**src/piaw_pkg.sv**
```systemverilog
// Shared types, widths and reset values for the PI regulator with anti-windup.
package piaw_pkg;

    // Default accumulator width (Q(ACC_WIDTH-16).16 integral)
    localparam int ACC_WIDTH_DEF = 40;

    // Field widths
    localparam int ERR_W      = 16;
    localparam int GAIN_W     = 16;
    localparam int PER_W      = 16;
    localparam int LIM_W      = 15;
    localparam int DRV_W      = 16;
    localparam int CFG_IDX_W  = 2;
    localparam int CFG_DATA_W = 16;

    // Datapath widths
    localparam int FRAC_BITS = 24;              // fraction bits of the raw drive
    localparam int CHUNK_W   = 32;              // integral slice fed to the multiplier
    localparam int MUL_A_W   = CHUNK_W + 1;
    localparam int MUL_B_W   = GAIN_W + 1;
    localparam int MUL_W     = MUL_A_W + MUL_B_W;
    localparam int PTERM_W   = 32;              // e * gain or e * period
    localparam int CAP_LOG   = 48;              // integral term magnitude cap 2^48
    localparam int CAP_W     = CAP_LOG + 2;
    localparam int RAW_W     = CAP_W + 2;

    // Register reset values
    localparam logic [GAIN_W-1:0] PROP_GAIN_RST     = 16'd256;
    localparam logic [GAIN_W-1:0] INTEG_GAIN_RST    = 16'd0;
    localparam logic [PER_W-1:0]  SAMPLE_PERIOD_RST = 16'd655;
    localparam logic [LIM_W-1:0]  OUT_LIMIT_RST     = 15'd32767;

    // Configuration register indexes
    typedef enum logic [CFG_IDX_W-1:0] {
        CFG_PROP_GAIN     = 2'd0,
        CFG_INTEG_GAIN    = 2'd1,
        CFG_SAMPLE_PERIOD = 2'd2,
        CFG_OUT_LIMIT     = 2'd3
    } t_cfg_reg;

    // Controller states
    typedef enum logic [2:0] {
        ST_IDLE,
        ST_STEP,
        ST_PROP,
        ST_INTEG,
        ST_SUM,
        ST_FINAL
    } t_state;

    // Datapath operations
    typedef enum logic [2:0] {
        DP_NOP,
        DP_LOAD,
        DP_STEP,
        DP_PROP,
        DP_INTEG,
        DP_SUM,
        DP_FINAL
    } t_dp_op;

    typedef struct packed {
        t_dp_op op;
    } t_dp_cmd;

    typedef struct packed {
        logic last_chunk;
    } t_dp_status;

endpackage

```
**src/piaw_if.sv**
```systemverilog
// Channel interfaces: error sample input, drive output and register write.
interface piaw_in_if;
    logic                                valid;
    logic                                ready;
    logic signed [piaw_pkg::ERR_W-1:0]   error_sample;

    modport source (output valid, output error_sample, input ready);
    modport sink   (input valid, input error_sample, output ready);
endinterface

interface piaw_out_if;
    logic                                valid;
    logic                                ready;
    logic signed [piaw_pkg::DRV_W-1:0]   drive;
    logic                                saturated;

    modport source (output valid, output drive, output saturated, input ready);
    modport sink   (input valid, input drive, input saturated, output ready);
endinterface

interface piaw_cfg_if;
    logic                                valid;
    logic                                ready;
    logic [piaw_pkg::CFG_IDX_W-1:0]      index;
    logic [piaw_pkg::CFG_DATA_W-1:0]     data;

    modport source (output valid, output index, output data, input ready);
    modport sink   (input valid, input index, input data, output ready);
endinterface

```
**src/piaw_ctrl.sv**
```systemverilog
// Sequencer for the PI regulator: steps the shared-multiplier datapath per sample.
module piaw_ctrl (
    input  logic                 i_clk,
    input  logic                 i_rst_n,
    input  logic                 i_in_valid,
    output logic                 o_in_ready,
    output logic                 o_out_valid,
    input  logic                 i_out_ready,
    input  piaw_pkg::t_dp_status i_status,
    output piaw_pkg::t_dp_cmd    o_cmd
);

    piaw_pkg::t_state r_state, n_state;
    logic             r_out_valid, n_out_valid;

    // State and output valid registers
    always_ff @(posedge i_clk) begin
        if (!i_rst_n) begin
            r_state     <= piaw_pkg::ST_IDLE;
            r_out_valid <= 1'b0;
        end else begin
            r_state     <= n_state;
            r_out_valid <= n_out_valid;
        end
    end

    // Next state and datapath commands
    always_comb begin
        n_state     = r_state;
        n_out_valid = r_out_valid & ~i_out_ready;
        o_cmd.op    = piaw_pkg::DP_NOP;
        unique case (r_state)
            piaw_pkg::ST_IDLE: begin
                if (i_in_valid) begin
                    o_cmd.op = piaw_pkg::DP_LOAD;
                    n_state  = piaw_pkg::ST_STEP;
                end
            end
            piaw_pkg::ST_STEP: begin
                o_cmd.op = piaw_pkg::DP_STEP;
                n_state  = piaw_pkg::ST_PROP;
            end
            piaw_pkg::ST_PROP: begin
                o_cmd.op = piaw_pkg::DP_PROP;
                n_state  = piaw_pkg::ST_INTEG;
            end
            piaw_pkg::ST_INTEG: begin
                o_cmd.op = piaw_pkg::DP_INTEG;
                if (i_status.last_chunk) begin
                    n_state = piaw_pkg::ST_SUM;
                end
            end
            piaw_pkg::ST_SUM: begin
                o_cmd.op = piaw_pkg::DP_SUM;
                n_state  = piaw_pkg::ST_FINAL;
            end
            piaw_pkg::ST_FINAL: begin
                // hold until the output register is free
                if (!r_out_valid || i_out_ready) begin
                    o_cmd.op    = piaw_pkg::DP_FINAL;
                    n_out_valid = 1'b1;
                    n_state     = piaw_pkg::ST_IDLE;
                end
            end
            default: begin
                n_state = piaw_pkg::ST_IDLE;
            end
        endcase
    end

    assign o_in_ready  = (r_state == piaw_pkg::ST_IDLE);
    assign o_out_valid = r_out_valid;

`ifndef SYNTHESIS
    a_accept_starts: assert property (@(posedge i_clk) disable iff (!i_rst_n)
        (i_in_valid && o_in_ready) |=> (r_state == piaw_pkg::ST_STEP))
        else $error("transfer in did not start the sample sequence");

    a_valid_from_final: assert property (@(posedge i_clk) disable iff (!i_rst_n)
        $rose(r_out_valid) |-> ($past(r_state) == piaw_pkg::ST_FINAL))
        else $error("output valid rose outside the final step");

    a_final_holds: assert property (@(posedge i_clk) disable iff (!i_rst_n)
        (r_state == piaw_pkg::ST_FINAL && r_out_valid && !i_out_ready)
        |=> (r_state == piaw_pkg::ST_FINAL))
        else $error("final step left while the output register was full");
`endif

endmodule

```
**src/piaw_datapath.sv**
```systemverilog
// Regulator datapath: config registers, shared multiplier, integral and clamp.
module piaw_datapath #(
    parameter int ACC_WIDTH = piaw_pkg::ACC_WIDTH_DEF
) (
    input  logic                                i_clk,
    input  logic                                i_rst_n,
    input  logic                                i_cfg_we,
    input  piaw_pkg::t_cfg_reg                  i_cfg_index,
    input  logic [piaw_pkg::CFG_DATA_W-1:0]     i_cfg_data,
    input  logic signed [piaw_pkg::ERR_W-1:0]   i_error_sample,
    input  piaw_pkg::t_dp_cmd                   i_cmd,
    output piaw_pkg::t_dp_status                o_status,
    output logic signed [piaw_pkg::DRV_W-1:0]   o_drive,
    output logic                                o_saturated
);

    localparam int NCHUNK = (ACC_WIDTH + piaw_pkg::CHUNK_W - 1) / piaw_pkg::CHUNK_W;
    localparam int CNT_W  = (NCHUNK > 1) ? $clog2(NCHUNK) : 1;
    localparam int PAD_W  = NCHUNK * piaw_pkg::CHUNK_W;
    localparam int TW     = ACC_WIDTH + piaw_pkg::GAIN_W + 1;
    localparam int EXT_W  = (TW > piaw_pkg::CAP_W) ? TW : piaw_pkg::CAP_W;
    localparam int SH_W   = CNT_W + $clog2(piaw_pkg::CHUNK_W);
    localparam int RAW_W  = piaw_pkg::RAW_W;
    localparam int DRV_W  = piaw_pkg::DRV_W;
    localparam int FB     = piaw_pkg::FRAC_BITS;

    localparam logic signed [EXT_W-1:0] CAP_P = EXT_W'(1) << piaw_pkg::CAP_LOG;
    localparam logic signed [EXT_W-1:0] CAP_N = -CAP_P;
    localparam logic signed [ACC_WIDTH-1:0] ACC_MAX = {1'b0, {(ACC_WIDTH-1){1'b1}}};
    localparam logic signed [ACC_WIDTH-1:0] ACC_MIN = {1'b1, {(ACC_WIDTH-1){1'b0}}};
    localparam logic signed [RAW_W-1:0] HALF_LSB = RAW_W'(1) << (FB - 1);
    localparam logic [CNT_W-1:0] LAST_CHUNK = CNT_W'(NCHUNK - 1);

    // Configuration registers
    logic [piaw_pkg::GAIN_W-1:0] r_prop_gain, r_integ_gain;
    logic [piaw_pkg::PER_W-1:0]  r_sample_period;
    logic [piaw_pkg::LIM_W-1:0]  r_out_limit;

    // Working registers
    logic signed [piaw_pkg::ERR_W-1:0]   r_err;
    logic signed [piaw_pkg::MUL_W-1:0]   r_prod;
    logic signed [ACC_WIDTH-1:0]         r_acc, r_new_acc;
    logic signed [piaw_pkg::PTERM_W-1:0] r_pterm;
    logic signed [TW-1:0]                r_term;
    logic signed [RAW_W-1:0]             r_raw;
    logic [CNT_W-1:0]                    r_chunk;
    logic signed [DRV_W-1:0]             r_drive;
    logic                                r_sat;

    logic signed [piaw_pkg::MUL_A_W-1:0] mul_a;
    logic signed [piaw_pkg::MUL_B_W-1:0] mul_b;
    logic signed [piaw_pkg::MUL_W-1:0]   mul_p;
    logic signed [PAD_W-1:0]             acc_pad;
    logic [piaw_pkg::CHUNK_W-1:0]        chunk_bits;
    logic signed [TW-1:0]                part;
    logic signed [piaw_pkg::PTERM_W-1:0] step;
    logic signed [ACC_WIDTH:0]           acc_sum;
    logic signed [ACC_WIDTH-1:0]         acc_next;
    logic signed [EXT_W-1:0]             term_ext, term_cap;
    logic signed [RAW_W-1:0]             raw_sum, lim_pos, lim_neg, rounded;
    logic                                sat_pos, sat_neg, sat_now;
    logic signed [DRV_W-1:0]             drive_next;

    // Slice the new integral for the multiplier; top slice carries the sign
    assign acc_pad    = PAD_W'(r_new_acc);
    assign chunk_bits = acc_pad[{r_chunk, 5'b0} +: piaw_pkg::CHUNK_W];

    // Shared multiplier operand select
    always_comb begin
        mul_a = '0;
        mul_b = '0;
        unique case (i_cmd.op)
            piaw_pkg::DP_STEP: begin
                mul_a = piaw_pkg::MUL_A_W'(r_err);
                mul_b = $signed({1'b0, r_sample_period});
            end
            piaw_pkg::DP_PROP: begin
                mul_a = piaw_pkg::MUL_A_W'(r_err);
                mul_b = $signed({1'b0, r_prop_gain});
            end
            piaw_pkg::DP_INTEG: begin
                mul_a = (r_chunk == LAST_CHUNK)
                      ? $signed({chunk_bits[piaw_pkg::CHUNK_W-1], chunk_bits})
                      : $signed({1'b0, chunk_bits});
                mul_b = $signed({1'b0, r_integ_gain});
            end
            default: begin
                mul_a = '0;
                mul_b = '0;
            end
        endcase
    end

    assign mul_p = mul_a * mul_b;
    assign part  = TW'(mul_p) <<< SH_W'({r_chunk, 5'b0});

    // Saturating integral update
    assign step    = r_prod[piaw_pkg::PTERM_W-1:0];
    assign acc_sum = (ACC_WIDTH + 1)'(r_acc) + (ACC_WIDTH + 1)'(step);
    always_comb begin
        if (acc_sum[ACC_WIDTH] != acc_sum[ACC_WIDTH-1]) begin
            acc_next = acc_sum[ACC_WIDTH] ? ACC_MIN : ACC_MAX;
        end else begin
            acc_next = acc_sum[ACC_WIDTH-1:0];
        end
    end

    // Cap the integral term and form the raw drive
    assign term_ext = EXT_W'(r_term);
    always_comb begin
        priority if (term_ext > CAP_P) begin
            term_cap = CAP_P;
        end else if (term_ext < CAP_N) begin
            term_cap = CAP_N;
        end else begin
            term_cap = term_ext;
        end
    end
    assign raw_sum = RAW_W'($signed(term_cap[piaw_pkg::CAP_W-1:0]))
                   + RAW_W'($signed({r_pterm, 16'h0000}));

    // Limit compare, clamp and round
    assign lim_pos = $signed(RAW_W'({r_out_limit, {FB{1'b0}}}));
    assign lim_neg = -lim_pos;
    assign sat_pos = (r_raw > lim_pos);
    assign sat_neg = (r_raw < lim_neg);
    assign sat_now = sat_pos | sat_neg;
    assign rounded = r_raw + HALF_LSB;
    always_comb begin
        priority if (sat_pos) begin
            drive_next = $signed({1'b0, r_out_limit});
        end else if (sat_neg) begin
            drive_next = -$signed({1'b0, r_out_limit});
        end else begin
            drive_next = rounded[FB +: DRV_W];
        end
    end

    // Configuration registers and integral state
    always_ff @(posedge i_clk) begin
        if (!i_rst_n) begin
            r_prop_gain     <= piaw_pkg::PROP_GAIN_RST;
            r_integ_gain    <= piaw_pkg::INTEG_GAIN_RST;
            r_sample_period <= piaw_pkg::SAMPLE_PERIOD_RST;
            r_out_limit     <= piaw_pkg::OUT_LIMIT_RST;
            r_acc           <= '0;
        end else begin
            if (i_cfg_we) begin
                unique case (i_cfg_index)
                    piaw_pkg::CFG_PROP_GAIN:     r_prop_gain     <= i_cfg_data;
                    piaw_pkg::CFG_INTEG_GAIN:    r_integ_gain    <= i_cfg_data;
                    piaw_pkg::CFG_SAMPLE_PERIOD: r_sample_period <= i_cfg_data;
                    piaw_pkg::CFG_OUT_LIMIT:     r_out_limit     <= i_cfg_data[piaw_pkg::LIM_W-1:0];
                    default: begin
                    end
                endcase
            end
            // keep the old integral when the drive saturates
            if (i_cmd.op == piaw_pkg::DP_FINAL && !sat_now) begin
                r_acc <= r_new_acc;
            end
        end
    end

    // Working registers, advanced by the sequencer
    always_ff @(posedge i_clk) begin
        unique case (i_cmd.op)
            piaw_pkg::DP_LOAD: begin
                r_err <= i_error_sample;
            end
            piaw_pkg::DP_STEP: begin
                r_prod <= mul_p;
            end
            piaw_pkg::DP_PROP: begin
                r_new_acc <= acc_next;
                r_prod    <= mul_p;
                r_chunk   <= '0;
                r_term    <= '0;
            end
            piaw_pkg::DP_INTEG: begin
                r_term  <= r_term + part;
                r_chunk <= r_chunk + 1'b1;
                if (r_chunk == '0) begin
                    r_pterm <= r_prod[piaw_pkg::PTERM_W-1:0];
                end
            end
            piaw_pkg::DP_SUM: begin
                r_raw <= raw_sum;
            end
            piaw_pkg::DP_FINAL: begin
                r_drive <= drive_next;
                r_sat   <= sat_now;
            end
            default: begin
            end
        endcase
    end

    assign o_status.last_chunk = (r_chunk == LAST_CHUNK);
    assign o_drive             = r_drive;
    assign o_saturated         = r_sat;

`ifndef SYNTHESIS
    a_undo_on_sat: assert property (@(posedge i_clk) disable iff (!i_rst_n)
        (i_cmd.op == piaw_pkg::DP_FINAL && sat_now) |=> $stable(r_acc))
        else $error("integral moved on a saturated sample");

    a_commit_on_linear: assert property (@(posedge i_clk) disable iff (!i_rst_n)
        (i_cmd.op == piaw_pkg::DP_FINAL && !sat_now) |=> (r_acc == $past(r_new_acc)))
        else $error("integral not committed on an unsaturated sample");

    a_drive_in_limit: assert property (@(posedge i_clk) disable iff (!i_rst_n)
        (i_cmd.op == piaw_pkg::DP_FINAL)
        |=> ($signed({r_drive[DRV_W-1], r_drive}) <= $signed({2'b00, $past(r_out_limit)})
             && $signed({r_drive[DRV_W-1], r_drive}) >= -$signed({2'b00, $past(r_out_limit)})))
        else $error("drive outside the output limit");
`endif

endmodule

```
**src/pi_regulator_anti_windup.sv**
```systemverilog
// Top level of the PI regulator with conditional-integration anti-windup.
//
//  channel  | modport     | payload                         | transfer
//  ---------+-------------+---------------------------------+-----------------------
//  i_in     | sink        | error_sample (s16)              | valid & ready
//  o_out    | source      | drive (s16), saturated          | valid & ready
//  i_cfg    | sink        | index (2), data (16)            | valid & ready (always)
//
//  A sample runs through the step, proportional, integral (ceil(ACC_WIDTH/32) slices),
//  sum and final states from transfer in to result valid; one 33x17 multiplier is
//  shared by the step, the proportional product and one 32-bit slice of the integral
//  per cycle.
//  A new sample is taken as soon as the sequencer is back in idle, while the previous
//  result may still sit in the output register; the final step waits on a full one.
//  Reset is synchronous, active low; it restores the registers and clears the integral.
module pi_regulator_anti_windup #(
    parameter int ACC_WIDTH = piaw_pkg::ACC_WIDTH_DEF
) (
    input  logic       i_clk,
    input  logic       i_rst_n,
    piaw_in_if.sink    i_in,
    piaw_out_if.source o_out,
    piaw_cfg_if.sink   i_cfg
);

    piaw_pkg::t_dp_cmd    cmd;
    piaw_pkg::t_dp_status status;

    // Register writes are always taken
    assign i_cfg.ready = 1'b1;

    piaw_ctrl u_ctrl (
        .i_clk       (i_clk),
        .i_rst_n     (i_rst_n),
        .i_in_valid  (i_in.valid),
        .o_in_ready  (i_in.ready),
        .o_out_valid (o_out.valid),
        .i_out_ready (o_out.ready),
        .i_status    (status),
        .o_cmd       (cmd)
    );

    piaw_datapath #(
        .ACC_WIDTH (ACC_WIDTH)
    ) u_datapath (
        .i_clk          (i_clk),
        .i_rst_n        (i_rst_n),
        .i_cfg_we       (i_cfg.valid),
        .i_cfg_index    (piaw_pkg::t_cfg_reg'(i_cfg.index)),
        .i_cfg_data     (i_cfg.data),
        .i_error_sample (i_in.error_sample),
        .i_cmd          (cmd),
        .o_status       (status),
        .o_drive        (o_out.drive),
        .o_saturated    (o_out.saturated)
    );

endmodule
```
**src/flat_wrapper.sv**
```systemverilog
// flat-port wrapper written by rule: the top's interface ports become plain ports
module pi_regulator_anti_windup_flat 
#(
    parameter int ACC_WIDTH = piaw_pkg::ACC_WIDTH_DEF
)
  (i_clk, i_rst_n, i_in_valid, i_in_error_sample, i_in_ready, o_out_valid, o_out_drive, o_out_saturated, o_out_ready, i_cfg_valid, i_cfg_index, i_cfg_data, i_cfg_ready);
  piaw_in_if i_in_i ();
  piaw_out_if o_out_i ();
  piaw_cfg_if i_cfg_i ();
  input  logic i_clk;
  input  logic i_rst_n;
  input wire logic [$bits(i_in_i.valid)-1:0] i_in_valid;
  input wire logic [$bits(i_in_i.error_sample)-1:0] i_in_error_sample;
  output wire logic [$bits(i_in_i.ready)-1:0] i_in_ready;
  output wire logic [$bits(o_out_i.valid)-1:0] o_out_valid;
  output wire logic [$bits(o_out_i.drive)-1:0] o_out_drive;
  output wire logic [$bits(o_out_i.saturated)-1:0] o_out_saturated;
  input wire logic [$bits(o_out_i.ready)-1:0] o_out_ready;
  input wire logic [$bits(i_cfg_i.valid)-1:0] i_cfg_valid;
  input wire logic [$bits(i_cfg_i.index)-1:0] i_cfg_index;
  input wire logic [$bits(i_cfg_i.data)-1:0] i_cfg_data;
  output wire logic [$bits(i_cfg_i.ready)-1:0] i_cfg_ready;
  assign i_in_i.valid = i_in_valid;
  assign i_in_i.error_sample = i_in_error_sample;
  assign i_in_ready = i_in_i.ready;
  assign o_out_valid = o_out_i.valid;
  assign o_out_drive = o_out_i.drive;
  assign o_out_saturated = o_out_i.saturated;
  assign o_out_i.ready = o_out_ready;
  assign i_cfg_i.valid = i_cfg_valid;
  assign i_cfg_i.index = i_cfg_index;
  assign i_cfg_i.data = i_cfg_data;
  assign i_cfg_ready = i_cfg_i.ready;
  pi_regulator_anti_windup #(.ACC_WIDTH(ACC_WIDTH)) u_core (.i_clk(i_clk), .i_rst_n(i_rst_n), .i_in(i_in_i), .o_out(o_out_i), .i_cfg(i_cfg_i));
endmodule
```
**config.mk**
```make
export PLATFORM = sky130hd
export DESIGN_NAME = pi_regulator_anti_windup_flat
export DESIGN_NICKNAME = d
export VERILOG_FILES = /design/src/piaw_pkg.sv /design/src/piaw_if.sv /design/src/piaw_ctrl.sv /design/src/piaw_datapath.sv /design/src/pi_regulator_anti_windup.sv /design/src/flat_wrapper.sv
export SDC_FILE = /design/constraint.sdc
export NUM_CORES = 2
export LEC_CHECK = 0
export BUFFER_PORTS_ARGS = -buffer_cell sky130_fd_sc_hd__clkbuf_2
export CELL_PAD_IN_SITES_DETAIL_PLACEMENT = 1
export CELL_PAD_IN_SITES_GLOBAL_PLACEMENT = 1
export CORE_MARGIN = 2
export CORE_UTILIZATION = 35
export CTS_CLUSTER_SIZE = 14
export DETAILED_ROUTE_END_ITERATION = 7
export GPL_TIMING_DRIVEN = 0
export HOLD_SLACK_MARGIN = 0.05
export PLACE_DENSITY_LB_ADDON = 0.08
export SYNTH_ARGS = -nofsm -noshare
export SYNTH_HDL_FRONTEND = slang
export SYNTH_SLANG_ARGS = --single-unit
```
**constraint.sdc**
```tcl
create_clock -name i_clk -period 19 [get_ports i_clk]
set_input_delay 2.85 -clock i_clk [delete_from_list [all_inputs] [get_ports i_clk]]
set_output_delay 2.85 -clock i_clk [all_outputs]
set_load 0.01 [all_outputs]
```
==> results.md <==
* IO Count at 59
* Yosys top cell by area: fa_1
* Final standard cell area without fillers at 44600 um2
* Core ar. at 116000 um2
* Core Rows at 125
* Commonest non-fill, non-tap cells in the layout: inv_1, nand2_1, fa_1, nor2_1, ha_1
* Gpl congestion at 0.906
* Post-synthesis xor/xnor area fraction at 0.0405
* Cts bufs inserted at 46
* Clock Pin Slew Worst Setup and Hold Paths at 60 ps
* Commonest non-fill, non-tap cell in the layout: inv_1
* P_leak at 19.8 nW
* Status: finished, violations left
* Gr usage total at 0.266
* Worst Tran Pin Value at 1530 ps
* Failing checks: max-capacitance violations, max-slew violations
* WHS at 463 ps
* Critical path's slowest cell: nor2b_4
* Number of DRC markers in iteration 0 at 1800
* Clock Tree Buf Depth at 3
* Final hold violations at 0
* Number of enable flip-flop cells after synthesis at 246
* Avg Vias per Cell at 5.29
* Syn Nets at 5382
* DP Wirelength at 131 mm
* CP arrival at 14480 ps
* CTS tree: built
* Total power at 3.93 mW
* Die width at 345 um
* Vias in the first global route at 34567
* CTS root buffer: clkbuf_16
* Final Setup Violations at 0
* Worst VDD drop at 60.7 uV
* Seq cells post-synth at 353
* Final Util at 0.385
* Clk Latency, worst-skew pair at 650 ps
* F_max at 71.0 MHz
* Setup CP Type: flip-flop to flip-flop
* Clock sink count at 353
* Hold path cells at 2
* DRC at 0
* Syn Std Cell Area at 40700 um2
* Relative slew slack at -0.0222
* FILL cells at 13552
* Hold WC Path Type: flip-flop to flip-flop
* Ys flop type: edfxtp_1
* Crit start category: flip-flop
* Kind of cell adding the most delay to the critical path: simple AND/OR/NAND/NOR gates
* First-pass GRT wire length at 231 mm
* Total grt overflow at 0
* Power Dens Cells at 88.2 nW/um2
* RSZ-0062 raised after global routing: no
* Max Fanout on Critical Path at 21
* Share of layout cells above drive strength 1 at 0.0475
* Post-route ant nets at 0
* Dominant cells by area after synthesis: fa_1, edfxtp_1, ha_1
* Die height at 345 um
* Simple-gate share of the synthesized area at 0.159
* Yosys cell types at 93
* Worst Hold Path EP: u_core.u_datapath.r_integ_gain[4]$_SDFFE_PN0P_
* Synth Area in Compound Gates at 0.136
* Setup bufs post-CTS at 0
* Die area at 119000 um2
* Crit. End Element: flip-flop
* Hold_buf cts at 0
* Final Net Count at 5497
* Mapped Cells at 4543
* IO Port Bufs at 56
* Worst hold path startpoint: u_core.u_datapath.r_integ_gain[4]$_SDFFE_PN0P_
* R2R Setup Slk at 4920 ps
* Routed vias at 32913
* Area Overhead vs Synth at 9.67%
* Post-Synth Adder-Cell Area at 0.341
* Bufs and invs on worst path at 7
* H-tree levels at 2
* Post-synth top area share at 0.249
* Critical Path RT at 19400 ps
* FF-to-FF Start: u_core.u_ctrl.r_state[1]$_SDFFE_PN0P_
* Reg2reg path depth at 41
* CP peak stage delay at 870 ps
* Largest family of logic cells by synthesized area: adder cells
* Mux cell area share after synthesis at 0.00797
* Initial antenna violation count at 7
* Initial Util at 0.351
* Per-cell routed wire length at 25.1 um
* Max-cap violation count at 3
* Asr flop ratio synth at 0
* Crit share post-route at 0.741
* Crit Reg-Reg Endpoint: u_core.u_datapath.r_term[53]$_SDFFCE_PP0P_
* DRT Pass-1 Iters at 5
* Synth warn at 0
* Max Slew Vio Count at 12
* Syn avg cell area at 8.95 um2
* Post-synthesis sequential area ratio at 0.234
* Final WL at 156 mm
* Pin count of the biggest net entering global routing at 36
* Critical Path Stages at 41
* Skew final at 56.4 ps
* Post-CTS sizing at 0
* Min Tclk post-route at 14080 ps
* Area post-placement at 43100 um2
-- synth_stat cells, types with 12 or more instances --
cell	n
o21ai_1	19
ha_1	294
nand3_1	98
o211ai_1	35
inv_1	671
o21bai_1	30
a21oi_1	218
a31oi_1	20
a21boi_0	49
or3_1	13
and3_1	22
nand2_1	620
nand4_1	33
a221oi_1	14
a211oi_1	28
nand2b_1	36
o21ai_0	151
dfxtp_1	107
nor3_1	67
edfxtp_1	246
nor4_1	31
xor2_1	73
xnor2_1	113
nor2b_1	71
buf_1	13
nor2_1	391
and2_1	23
a22oi_1	18
a41o_1	12
o21a_1	34
fa_1	506
mux2_2	19
clkbuf_1	188
a21o_1	111
-- cells by family after synthesis --
family	after synthesis
multiplexers	30
AND/OR/NAND/NOR	1452
buffers and inverters	883
XOR/XNOR	187
other	1
flip-flops	353
AO/OA/AOI/OAI	833
adder cells (fa/ha/maj)	804
-- how the worst max path moves through the flow --
stage,end,start,slack [ps]
floorplan,u_core.u_datapath.r_term[56]$_SDFFCE_PP0P_,u_core.u_ctrl.r_state[1]$_SDFFE_PN0P_,5260
global placement,u_core.u_datapath.r_term[56]$_SDFFCE_PP0P_,u_core.u_ctrl.r_state[1]$_SDFFE_PN0P_,-1730
detailed placement,u_core.u_datapath.r_term[56]$_SDFFCE_PP0P_,u_core.u_ctrl.r_state[1]$_SDFFE_PN0P_,4760
CTS,u_core.u_datapath.r_term[56]$_SDFFCE_PP0P_,u_core.u_ctrl.r_state[1]$_SDFFE_PN0P_,4770
global route,u_core.u_datapath.r_term[56]$_SDFFCE_PP0P_,u_core.u_ctrl.r_state[1]$_SDFFE_PN0P_,3980
finish,u_core.u_datapath.r_term[53]$_SDFFCE_PP0P_,u_core.u_ctrl.r_state[1]$_SDFFE_PN0P_,4920
-- worst register-to-register path, delay by kind of cell, from the launching register on --
kind	cells	cell delay (ps)
flip-flops	1	520
XOR/XNOR	2	370
AND/OR/NAND/NOR	14	4180
buffers and inverters	7	2020
AO/OA/AOI/OAI	10	3020
adder cells (fa/ha/maj)	8	3780
-- metal layers --
layer  wire (um)  track usage  vias up
met2       72100        0.430      693
met3        7600       0.0372      156
met5          12            0        -
met4        4220       0.0675        2
met1       72500        0.373    16877
li1            -            -    15185
-- stage by stage --
stage,setup WS (ps),setup TNS [ps],instances
2_1_floorplan,5260,0,4543
3_3_place_gp,-1730,-22270,6123
3_5_place_dp,4760,0,6133
4_1_cts,4770,0,6219
5_1_grt,3980,0,6220
6_report,4920,0,6224
-- layout make-up --
| type | instances | area, um2 | area share |
|---|---|---|---|
| Antenna cell | 4 | 10.0 | 0.000225 |
| Inverter | 671 | 2520 | 0.0565 |
| Buffer | 212 | 817 | 0.0183 |
| Sequential cell | 353 | 9530 | 0.214 |
| Tap cell | 1524 | 1910 | 0.0428 |
| Multi-Input combinational cell | 3307 | 27800 | 0.624 |
| Clock buffer | 55 | 1250 | 0.0280 |
| Clock inverter | 31 | 244 | 0.00547 |
| Timing Repair Buffer | 67 | 477 | 0.0107 |
-- state kept, by name, summed over array words and instances (netlist names), 15 cells and up --
| signal | cells |
|---|---|
| u_core.u_datapath.r_acc | 40 |
| u_core.u_datapath.r_out_limit | 15 |
| u_core.u_datapath.r_new_acc | 40 |
| u_core.u_datapath.r_err | 16 |
| u_core.u_datapath.r_term | 57 |
| u_core.u_datapath.r_sample_period | 16 |
| u_core.u_datapath.r_raw | 51 |
| u_core.u_datapath.r_integ_gain | 16 |
| u_core.u_datapath.o_drive | 16 |
| u_core.u_datapath.r_pterm | 32 |
| u_core.u_datapath.r_prop_gain | 16 |
| u_core.u_datapath.r_prod | 32 |
-- power breakdown --
part           internal [mW]  leakage, nW  switching [mW]
clock network          0.488        0.718           0.389
logic                  0.644         16.0            1.39
registers              0.937         3.16          0.0789
total                   2.07         19.8            1.86
Power figures use the tool's default switching activity.
